==> src/rtl/piecewise_linear_curve_eval_top_defines.svh <==
`ifndef PIECEWISE_LINEAR_CURVE_EVAL_TOP_DEFINES_SVH
`define PIECEWISE_LINEAR_CURVE_EVAL_TOP_DEFINES_SVH

// Check a condition at every clock edge out of reset.
`define PLCE_ASSERT_HOLDS(lbl, cond, msg) \
  lbl: assert property (@(posedge clk) disable iff (rst) (cond)) else $error(msg);

// Check that a trigger implies a condition in the same cycle.
`define PLCE_ASSERT_IMPLIES(lbl, trig, cond, msg) \
  lbl: assert property (@(posedge clk) disable iff (rst) (trig) |-> (cond)) else $error(msg);

`endif

==> src/rtl/plce_pkg.sv <==
`timescale 1ns / 1ps
package plce_pkg;

  localparam int MAX_POINTS = 16;
  localparam int VALUE_W    = 8;
  localparam int TICK_W     = 32;
  localparam int SLOT_W     = 4;
  localparam int ACTIVE_W   = 5;
  localparam int REGION_W   = 2;
  localparam int ADDR_W     = (MAX_POINTS > 1) ? $clog2(MAX_POINTS) : 1;
  localparam int CNT_W      = $clog2(MAX_POINTS + 1);
  localparam int ENTRY_W    = TICK_W + VALUE_W;
  localparam int PROD_W     = TICK_W + VALUE_W;
  localparam int DIV_CNT_W  = $clog2(PROD_W + 1);

  localparam logic MODE_LOAD = 1'b0;
  localparam logic MODE_EVAL = 1'b1;

  typedef enum logic [REGION_W-1:0] {
    REG_DEFAULT = 2'd0,
    REG_LEFT    = 2'd1,
    REG_INTERP  = 2'd2,
    REG_RIGHT   = 2'd3
  } region_t;

  typedef enum logic [2:0] {
    S_IDLE,
    S_SCAN,
    S_LAST,
    S_DECIDE,
    S_MULT,
    S_START,
    S_DIV,
    S_RES
  } state_t;

endpackage

==> src/rtl/plce_if.sv <==
`timescale 1ns / 1ps
interface plce_in_if;
  import plce_pkg::*;
  logic                     valid;
  logic                     ready;
  logic                     mode;
  logic [SLOT_W-1:0]        slot;
  logic signed [TICK_W-1:0] point_tick;
  logic [VALUE_W-1:0]       point_value;
  logic signed [TICK_W-1:0] position;

  modport source (output valid, mode, slot, point_tick, point_value, position,
                  input ready);
  modport sink   (input valid, mode, slot, point_tick, point_value, position,
                  output ready);
endinterface

interface plce_out_if;
  import plce_pkg::*;
  logic                valid;
  logic                ready;
  logic [VALUE_W-1:0]  level;
  logic [REGION_W-1:0] region;

  modport source (output valid, level, region, input ready);
  modport sink   (input valid, level, region, output ready);
endinterface

interface plce_cfg_if;
  import plce_pkg::*;
  logic                valid;
  logic                ready;
  logic [ACTIVE_W-1:0] active_points;

  modport source (output valid, active_points, input ready);
  modport sink   (input valid, active_points, output ready);
endinterface

==> src/rtl/plce_ram.sv <==
`timescale 1ns / 1ps
module plce_ram #(
  parameter int WIDTH = 8,
  parameter int DEPTH = 16
) (
  input  logic                                   clk,
  input  logic                                   we,
  input  logic [((DEPTH > 1) ? $clog2(DEPTH) : 1)-1:0] waddr,
  input  logic [WIDTH-1:0]                       wdata,
  input  logic [((DEPTH > 1) ? $clog2(DEPTH) : 1)-1:0] raddr,
  output logic [WIDTH-1:0]                       rdata
);
  logic [WIDTH-1:0] mem [DEPTH];

  always_ff @(posedge clk) begin
    if (we) begin
      mem[waddr] <= wdata;
    end
    rdata <= mem[raddr];
  end
endmodule

==> src/rtl/plce_div.sv <==
`timescale 1ns / 1ps
module plce_div (
  input  logic                           clk,
  input  logic                           rst,
  input  logic                           start,
  input  logic [plce_pkg::PROD_W-1:0]    dividend,
  input  logic [plce_pkg::TICK_W-1:0]    divisor,
  output logic                           done,
  output logic [plce_pkg::VALUE_W-1:0]   quotient
);
  import plce_pkg::*;

  logic                 busy;
  logic [DIV_CNT_W-1:0] cnt;
  logic [PROD_W-1:0]    quo;
  logic [TICK_W-1:0]    rem;
  logic [TICK_W-1:0]    dvs;
  logic [TICK_W:0]      rem_sh;
  logic [TICK_W:0]      diff;
  logic                 ge;

  // One restoring step per cycle, quotient bits shift in from the bottom.
  always_comb begin
    rem_sh = {rem, quo[PROD_W-1]};
    diff   = rem_sh - {1'b0, dvs};
    ge     = ~diff[TICK_W];
  end

  always_ff @(posedge clk) begin
    if (rst) begin
      busy <= 1'b0;
      done <= 1'b0;
      cnt  <= '0;
    end else begin
      done <= busy && (cnt == DIV_CNT_W'(PROD_W - 1));
      if (start) begin
        busy <= 1'b1;
        cnt  <= '0;
      end else if (busy) begin
        cnt <= cnt + 1'b1;
        if (cnt == DIV_CNT_W'(PROD_W - 1)) begin
          busy <= 1'b0;
        end
      end
    end
  end

  always_ff @(posedge clk) begin
    if (start) begin
      quo <= dividend;
      rem <= '0;
      dvs <= divisor;
    end else if (busy) begin
      quo <= {quo[PROD_W-2:0], ge};
      rem <= ge ? diff[TICK_W-1:0] : rem_sh[TICK_W-1:0];
    end
  end

  assign quotient = quo[VALUE_W-1:0];
endmodule

==> src/rtl/piecewise_linear_curve_eval_top.sv <==
// Load transaction: loads may follow back to back.
// Evaluate, n active points: none goes straight to S_RES; one point or a clamp
// scans with n table reads, then decides; interpolated adds a 40-step divider.
// Input ready again in the cycle the result goes valid, held off while output stalls.
// rst (synchronous) clears active_points and the sequencer; the point table is
// undefined until written.
`timescale 1ns / 1ps
`include "piecewise_linear_curve_eval_top_defines.svh"
module piecewise_linear_curve_eval_top (
  input  logic       clk,
  input  logic       rst,
  plce_in_if.sink    items,
  plce_out_if.source results,
  plce_cfg_if.sink   cfg
);
  import plce_pkg::*;

  state_t state, state_next;

  logic [ACTIVE_W-1:0]      active_points;
  logic [CNT_W-1:0]         n_pts;
  logic [CNT_W-1:0]         n_cur;
  logic [CNT_W-1:0]         idx;
  logic signed [TICK_W-1:0] x;
  logic                     rvalid;

  logic                     have_left, have_right;
  logic signed [TICK_W-1:0] left_tick, right_tick;
  logic [VALUE_W-1:0]       left_val, right_val;

  logic                     ram_we;
  logic [ADDR_W-1:0]        ram_raddr;
  logic [ENTRY_W-1:0]       ram_rdata;
  logic signed [TICK_W-1:0] rd_tick;
  logic [VALUE_W-1:0]       rd_val;
  logic                     rd_right;

  logic [VALUE_W-1:0]       da;
  logic                     neg;
  logic [PROD_W-1:0]        prod;
  logic [TICK_W-1:0]        den;
  logic signed [TICK_W:0]   dx_full, den_full;
  logic [VALUE_W-1:0]       quotient;
  logic                     div_start;
  logic                     div_done;

  logic [VALUE_W-1:0]       res_level;
  region_t                  res_region;
  logic                     out_free;
  logic                     accept;

  assign cfg.ready = 1'b1;
  assign n_pts = (int'(active_points) > MAX_POINTS) ? CNT_W'(MAX_POINTS)
                                                    : CNT_W'(active_points);
  assign accept   = items.valid && items.ready;
  assign out_free = !results.valid || results.ready;
  assign ram_we   = accept && (items.mode == MODE_LOAD) && (int'(items.slot) < MAX_POINTS);

  always_ff @(posedge clk) begin
    if (rst) begin
      active_points <= '0;
    end else if (cfg.valid && cfg.ready) begin
      active_points <= cfg.active_points;
    end
  end

  plce_ram #(.WIDTH(ENTRY_W), .DEPTH(MAX_POINTS)) u_ram (
    .clk   (clk),
    .we    (ram_we),
    .waddr (ADDR_W'(items.slot)),
    .wdata ({items.point_tick, items.point_value}),
    .raddr (ram_raddr),
    .rdata (ram_rdata)
  );

  assign rd_tick  = ram_rdata[ENTRY_W-1:VALUE_W];
  assign rd_val   = ram_rdata[VALUE_W-1:0];
  assign rd_right = (rd_tick >= x);

  // Next state
  always_comb begin
    state_next = state;
    case (state)
      S_IDLE: begin
        if (accept && (items.mode == MODE_EVAL)) begin
          state_next = (n_pts == '0) ? S_RES : S_SCAN;
        end
      end
      S_SCAN: begin
        if (idx == n_cur - 1'b1) begin
          state_next = S_LAST;
        end
      end
      S_LAST:   state_next = S_DECIDE;
      S_DECIDE: begin
        if ((n_cur != CNT_W'(1)) && have_left && have_right) begin
          state_next = S_MULT;
        end else begin
          state_next = S_RES;
        end
      end
      S_MULT:   state_next = S_START;
      S_START:  state_next = S_DIV;
      S_DIV: begin
        if (div_done) begin
          state_next = S_RES;
        end
      end
      S_RES: begin
        if (out_free) begin
          state_next = S_IDLE;
        end
      end
      default:  state_next = S_IDLE;
    endcase
  end

  // Outputs of the sequencer
  always_comb begin
    items.ready = 1'b0;
    ram_raddr   = idx[ADDR_W-1:0];
    div_start   = 1'b0;
    case (state)
      S_IDLE:  items.ready = 1'b1;
      S_START: div_start   = 1'b1;
      default: ;
    endcase
  end

  always_ff @(posedge clk) begin
    if (rst) begin
      state  <= S_IDLE;
      rvalid <= 1'b0;
    end else begin
      state  <= state_next;
      rvalid <= (state == S_SCAN);
    end
  end

  always_comb begin
    dx_full  = {x[TICK_W-1], x} - {left_tick[TICK_W-1], left_tick};
    den_full = {right_tick[TICK_W-1], right_tick} - {left_tick[TICK_W-1], left_tick};
  end

  always_ff @(posedge clk) begin
    case (state)
      S_IDLE: begin
        x          <= items.position;
        n_cur      <= n_pts;
        idx        <= '0;
        have_left  <= 1'b0;
        have_right <= 1'b0;
        res_level  <= '1;
        res_region <= REG_DEFAULT;
      end
      S_SCAN: idx <= idx + 1'b1;
      S_DECIDE: begin
        if (n_cur == CNT_W'(1)) begin
          res_level  <= have_left ? left_val : right_val;
          res_region <= REG_DEFAULT;
        end else if (!have_left) begin
          res_level  <= right_val;
          res_region <= REG_LEFT;
        end else if (!have_right) begin
          res_level  <= left_val;
          res_region <= REG_RIGHT;
        end
        neg <= (right_val < left_val);
        da  <= (right_val >= left_val) ? (right_val - left_val) : (left_val - right_val);
        den <= den_full[TICK_W-1:0];
        prod <= PROD_W'(dx_full[TICK_W-1:0]);
      end
      S_MULT: begin
        prod <= PROD_W'(da) * prod;
      end
      S_DIV: begin
        if (div_done) begin
          res_level  <= neg ? (left_val - quotient) : (left_val + quotient);
          res_region <= REG_INTERP;
        end
      end
      default: ;
    endcase

    // Track the bracketing pair; slots arrive in ascending order.
    if (rvalid) begin
      if (rd_right) begin
        if (!have_right || (rd_tick < right_tick)) begin
          have_right <= 1'b1;
          right_tick <= rd_tick;
          right_val  <= rd_val;
        end
      end else begin
        if (!have_left || (rd_tick >= left_tick)) begin
          have_left <= 1'b1;
          left_tick <= rd_tick;
          left_val  <= rd_val;
        end
      end
    end
  end

  plce_div u_div (
    .clk      (clk),
    .rst      (rst),
    .start    (div_start),
    .dividend (prod),
    .divisor  (den),
    .done     (div_done),
    .quotient (quotient)
  );

  always_ff @(posedge clk) begin
    if (rst) begin
      results.valid <= 1'b0;
    end else if ((state == S_RES) && out_free) begin
      results.valid <= 1'b1;
    end else if (results.ready) begin
      results.valid <= 1'b0;
    end
  end

  always_ff @(posedge clk) begin
    if ((state == S_RES) && out_free) begin
      results.level  <= res_level;
      results.region <= res_region;
    end
  end

  `PLCE_ASSERT_IMPLIES(a_quot_bounded, (state == S_DIV) && div_done, quotient <= da, "interpolation step exceeds value span")
  `PLCE_ASSERT_IMPLIES(a_bracket_order, state == S_MULT, (den != '0) && (left_tick < right_tick), "bracketing pair not strictly ordered")
  `PLCE_ASSERT_IMPLIES(a_scan_range, state == S_SCAN, (idx < n_cur) && (n_cur != '0), "scan index past active points")
  `PLCE_ASSERT_IMPLIES(a_read_window, rvalid, (state == S_SCAN) || (state == S_LAST), "table data arrives outside scan")
endmodule
==> src/flat_wrapper.sv <==
// flat-port wrapper written by rule: the top's interface ports become plain ports
module piecewise_linear_curve_eval_top_flat import plce_pkg::*;
  (clk, rst, items_valid, items_mode, items_slot, items_point_tick, items_point_value, items_position, items_ready, results_valid, results_level, results_region, results_ready, cfg_valid, cfg_active_points, cfg_ready);
  plce_in_if items_i ();
  plce_out_if results_i ();
  plce_cfg_if cfg_i ();
  input  logic clk;
  input  logic rst;
  input wire logic [$bits(items_i.valid)-1:0] items_valid;
  input wire logic [$bits(items_i.mode)-1:0] items_mode;
  input wire logic [$bits(items_i.slot)-1:0] items_slot;
  input wire logic [$bits(items_i.point_tick)-1:0] items_point_tick;
  input wire logic [$bits(items_i.point_value)-1:0] items_point_value;
  input wire logic [$bits(items_i.position)-1:0] items_position;
  output wire logic [$bits(items_i.ready)-1:0] items_ready;
  output wire logic [$bits(results_i.valid)-1:0] results_valid;
  output wire logic [$bits(results_i.level)-1:0] results_level;
  output wire logic [$bits(results_i.region)-1:0] results_region;
  input wire logic [$bits(results_i.ready)-1:0] results_ready;
  input wire logic [$bits(cfg_i.valid)-1:0] cfg_valid;
  input wire logic [$bits(cfg_i.active_points)-1:0] cfg_active_points;
  output wire logic [$bits(cfg_i.ready)-1:0] cfg_ready;
  assign items_i.valid = items_valid;
  assign items_i.mode = items_mode;
  assign items_i.slot = items_slot;
  assign items_i.point_tick = items_point_tick;
  assign items_i.point_value = items_point_value;
  assign items_i.position = items_position;
  assign items_ready = items_i.ready;
  assign results_valid = results_i.valid;
  assign results_level = results_i.level;
  assign results_region = results_i.region;
  assign results_i.ready = results_ready;
  assign cfg_i.valid = cfg_valid;
  assign cfg_i.active_points = cfg_active_points;
  assign cfg_ready = cfg_i.ready;
  piecewise_linear_curve_eval_top u_core (.clk(clk), .rst(rst), .items(items_i), .results(results_i), .cfg(cfg_i));
endmodule
==> config.mk <==
export PLATFORM = sky130hd
export DESIGN_NAME = piecewise_linear_curve_eval_top_flat
export DESIGN_NICKNAME = d
export VERILOG_FILES = /design/src/rtl/plce_pkg.sv /design/src/rtl/plce_if.sv /design/src/rtl/plce_ram.sv /design/src/rtl/plce_div.sv /design/src/rtl/piecewise_linear_curve_eval_top.sv /design/src/flat_wrapper.sv
export VERILOG_INCLUDE_DIRS = /design/src /design/src/rtl
export SDC_FILE = /design/constraint.sdc
export NUM_CORES = 2
export LEC_CHECK = 0
export ABC_CLOCK_PERIOD_IN_PS = 10000
export BUFFER_PORTS_ARGS = -buffer_cell sky130_fd_sc_hd__buf_2
export CELL_PAD_IN_SITES_DETAIL_PLACEMENT = 1
export CELL_PAD_IN_SITES_GLOBAL_PLACEMENT = 2
export CORE_MARGIN = 2
export CORE_UTILIZATION = 43
export DETAILED_ROUTE_END_ITERATION = 8
export GPL_ROUTABILITY_DRIVEN = 0
export PLACE_DENSITY_LB_ADDON = 0.1
export SETUP_SLACK_MARGIN = 0.5
export SLEW_MARGIN = 20
export SYNTH_ARGS = -nofsm -noshare
export SYNTH_HDL_FRONTEND = slang
export SYNTH_HIERARCHICAL = 1
export SYNTH_SLANG_ARGS = --single-unit
==> constraint.sdc <==
create_clock -name clk -period 10 [get_ports clk]
set_input_delay 2 -clock clk [delete_from_list [all_inputs] [get_ports clk]]
set_output_delay 2 -clock clk [all_outputs]
set_load 0.05 [all_outputs]
==> results.py <==
metrics = {
    "sta": {
        "tightest_slew_ns": 1.06,
        "drv_slew": 0,
        "rsz0062_at_grt": "false",
        "setup_viol": 0,
        "max_freq_ghz": 0.168,
        "finalSetupTns_ns": 0,
        "fin_crit_sh": 0.595,
        "relSlewSlack": 0.291,
        "finalClockSkew_ns": 0.0938,
        "finalHoldViolCount": 0,
        "min_period_ns": 5.95,
    },
    "die": {
        "start_util": 0.434,
        "rows": 130,
        "coreArea_um2": 126000,
        "io_pins": 100,
        "die_h_um": 360,
        "fp.dieW_um": 360,
        "die-area_um2": 130000,
    },
    "synth": {
        "yosysSeqAreaShare": 0.548,
        "syn_inst": 3982,
        "synth-seq-cells": 1027,
        "syn_area_um2": 54600,
        "synthArstFlopShare": 0,
        "synth-edff-count": 935,
        "synth.distinct_cells": 88,
        "synth_area_per_cell_um2": 13.7,
        "syn-num-nets": 4543,
        "synthFlopType": "edfxtp_1",
        "yosys_warnings": 6,
    },
    "finish": {
        "fill_cells": 12600,
        "num_antenna_cells": 0,
        "layout_commonest_cell": "edfxtp_1",
        "finalNetCount": 4657,
        "final_layout_size_suffix_gt1_frac": 0.122,
        "final_cell_mix": "edfxtp_1 (935), inv_1 (405), ha_1 (264), nand2_1 (261), and2_1 (237)",
        "syn2layout_area_growth_pct": 10.9,
    },
    "clock_network": {
        "cts_tree": "done",
        "hold_buffers": 0,
        "cts_resized": 0,
        "clock_sinks": 1027,
        "insertion_delay_ns": 0.74,
        "clk_pin_slew_ns": 0.06,
        "htreeDepth": 3,
        "root_buffer": "clkbuf_16",
        "clk_path_buf_depth": 3,
        "cts_buffers": 111,
        "cts_setup_buffers": 0,
    },
    "route": {
        "drtAntennaViolNets": 0,
        "drtPass1Iterations": 5,
        "drt-wirelength-per-cell_um": 24.9,
        "route.vias.total": 32000,
        "drtIter0Drc": 1844,
        "avgViaCountPerCell": 5.49,
        "drc_errors": 0,
        "wirelength_um": 145000,
    },
    "setup_path": {
        "critPathSlowestCell": "fa_1",
        "cp-start-kind": "register",
        "end_kind": "register",
        "cp.arrival_ns": 6.38,
        "crit_type": "reg -> reg",
        "worstPathRequired_ns": 10.43,
        "crit_fanout": 36,
        "critPathMaxStageDelay_ns": 0.56,
        "path_cells": "buf_4, and2_1, fa_1, fa_1, fa_1, inv_1, fa_1, inv_1, ha_1, a21oi_1, inv_1, o31ai_1, a41oi_1, nor2_1, o21ai_0, o31ai_1, xor2_1, nor2_1",
        "critical_path.most_common_cell": "fa_1",
    },
    "run_status": {
        "status": "finished, final reports clean",
    },
    "placement": {
        "port_buffers": 98,
        "post-dp-hpwl_um": 96800,
    },
    "hold_path": {
        "hp-class": "reg -> reg",
    },
    "global_routing": {
        "antenna_found_initial": 14,
        "grt_pass1_vias": 34500,
        "gr-total-overflow": 0,
        "grt.total_usage": 0.226,
        "grt_max_degree": 110,
        "grt_pass1_wl_um": 221000,
    },
    "job": {
        "max_cap_viol_count": 0,
    },
}
through the flow:
step | hold WS (ns) | instance area [um2] | setup slack (ns) | util | cells
5_1_grt | 0.426 | 60500 | 3.67 | 0.481 | 5841
6_report | 0.420 | 60500 | 4.05 | 0.481 | 5841
3_3_place_gp | 0.402 | 56900 | 4.13 | 0.452 | 5633
2_1_floorplan | 0.400 | 54600 | 3.93 | - | 3982
3_5_place_dp | 0.406 | 56900 | 4.09 | 0.452 | 5633
4_1_cts | 0.422 | 60500 | 4.03 | 0.481 | 5841
metal layers:
metal,vias to the layer above,GRT usage,routed length (um)
met1,16500,0.308,65000
li1,14800,-,-
met4,8,0.0541,3200
met5,-,0,52
met2,532,0.384,71300
met3,175,0.0317,5680
cell families (layout without fill, tap and decap cells):
family          Yosys count  count (layout)  synth area share
flops                  1027            1027             0.548
simple gates            895             895            0.0825
compound gates          650             650            0.0796
buf+inv                 552             761            0.0429
fa+ha+maj               474             474             0.138
mux                     226             226            0.0833
xor+xnor                157             157            0.0257
other cells               1               1         0.0000687
final cells by class:
cell class                 instances  area [um2]  area share
multi-input combinational       2403       22500       0.372
clock inverter                    58         594     0.00982
sequential                      1027       29900       0.495
timing repair buffer             146         863      0.0143
clock buffer                     150        3040      0.0502
inverter                         407        1530      0.0253
tap                             1650        2060      0.0341
sequential cells by signal, indices dropped and copies added (netlist names), 6 cells and up:
register and count:
u_core/right_val 8, u_core/u_div/rem 32, u_core/right_tick 32, u_core/res_level 8
u_core/u_ram/rdata 40, u_core/da 8, u_core/u_div/quo 40, u_core/x 32
u_core/results.level 8, u_core/left_val 8, u_core/den 32, u_core/u_ram/mem 640
u_core/prod 40, u_core/left_tick 32, u_core/u_div/dvs 32, u_core/u_div/cnt 6
final timing paths:
path / from / slack, ns / cells past startpoint / to
worst max-delay path: u_core/da[4] / 4.05 / 18 / u_core/prod[38]
worst min-delay path: u_core/u_ram/rdata[3] / 0.42 / 0 / u_core/left_val[3]
worst min register to register: u_core/u_ram/rdata[3] / 0.42 / 0 / u_core/left_val[3]
worst max register to register: u_core/da[4] / 4.05 / 18 / u_core/prod[38]
synth_stat cells (9+ instances only):
| cell | instances | area [um2] |
|---|---|---|
| edfxtp_1 | 935 | 28100 |
| inv_1 | 407 | 1530 |
| ha_1 | 264 | 3300 |
| nand2_1 | 261 | 980 |
| and2_1 | 238 | 1490 |
| fa_1 | 210 | 4200 |
| nor2_1 | 164 | 616 |
| a21oi_1 | 163 | 816 |
| o21ai_0 | 119 | 596 |
| xnor2_1 | 104 | 911 |
| mux4_2 | 100 | 2250 |
| clkbuf_1 | 94 | 353 |
| dfxtp_1 | 92 | 1840 |
| a22oi_1 | 82 | 616 |
| a21o_1 | 63 | 473 |
| mux4_1 | 60 | 1580 |
| xor2_1 | 51 | 447 |
| mux2_2 | 44 | 495 |
| nand3_1 | 38 | 190 |
| nor3_1 | 36 | 180 |
| nand4_1 | 34 | 213 |
| nand2b_1 | 29 | 181 |
| a311oi_1 | 25 | 219 |
| nor2b_1 | 25 | 156 |
| a211oi_1 | 22 | 165 |
| a31oi_1 | 22 | 138 |
| mux2i_1 | 22 | 220 |
| o21a_1 | 21 | 158 |
| buf_2 | 19 | 95.1 |
| o21bai_1 | 18 | 135 |
| and3_1 | 17 | 106 |
| o211ai_1 | 15 | 113 |
| buf_12 | 11 | 220 |
| or3_1 | 11 | 68.8 |
| buf_4 | 10 | 75.1 |
| o31ai_1 | 10 | 75.1 |
| o22ai_1 | 9 | 56.3 |
worst max-delay path, delay by kind of cell (launching register included):
kind	cells	cell delay [ns]
flops	1	0.36
compound gates	5	1.47
xor+xnor	1	0.18
buf+inv	4	0.48
fa+ha+maj	5	2.47
simple gates	3	0.66
Power is not shown: default switching activity piles up to over one toggle a cycle in this logic, so the estimate is an artifact.
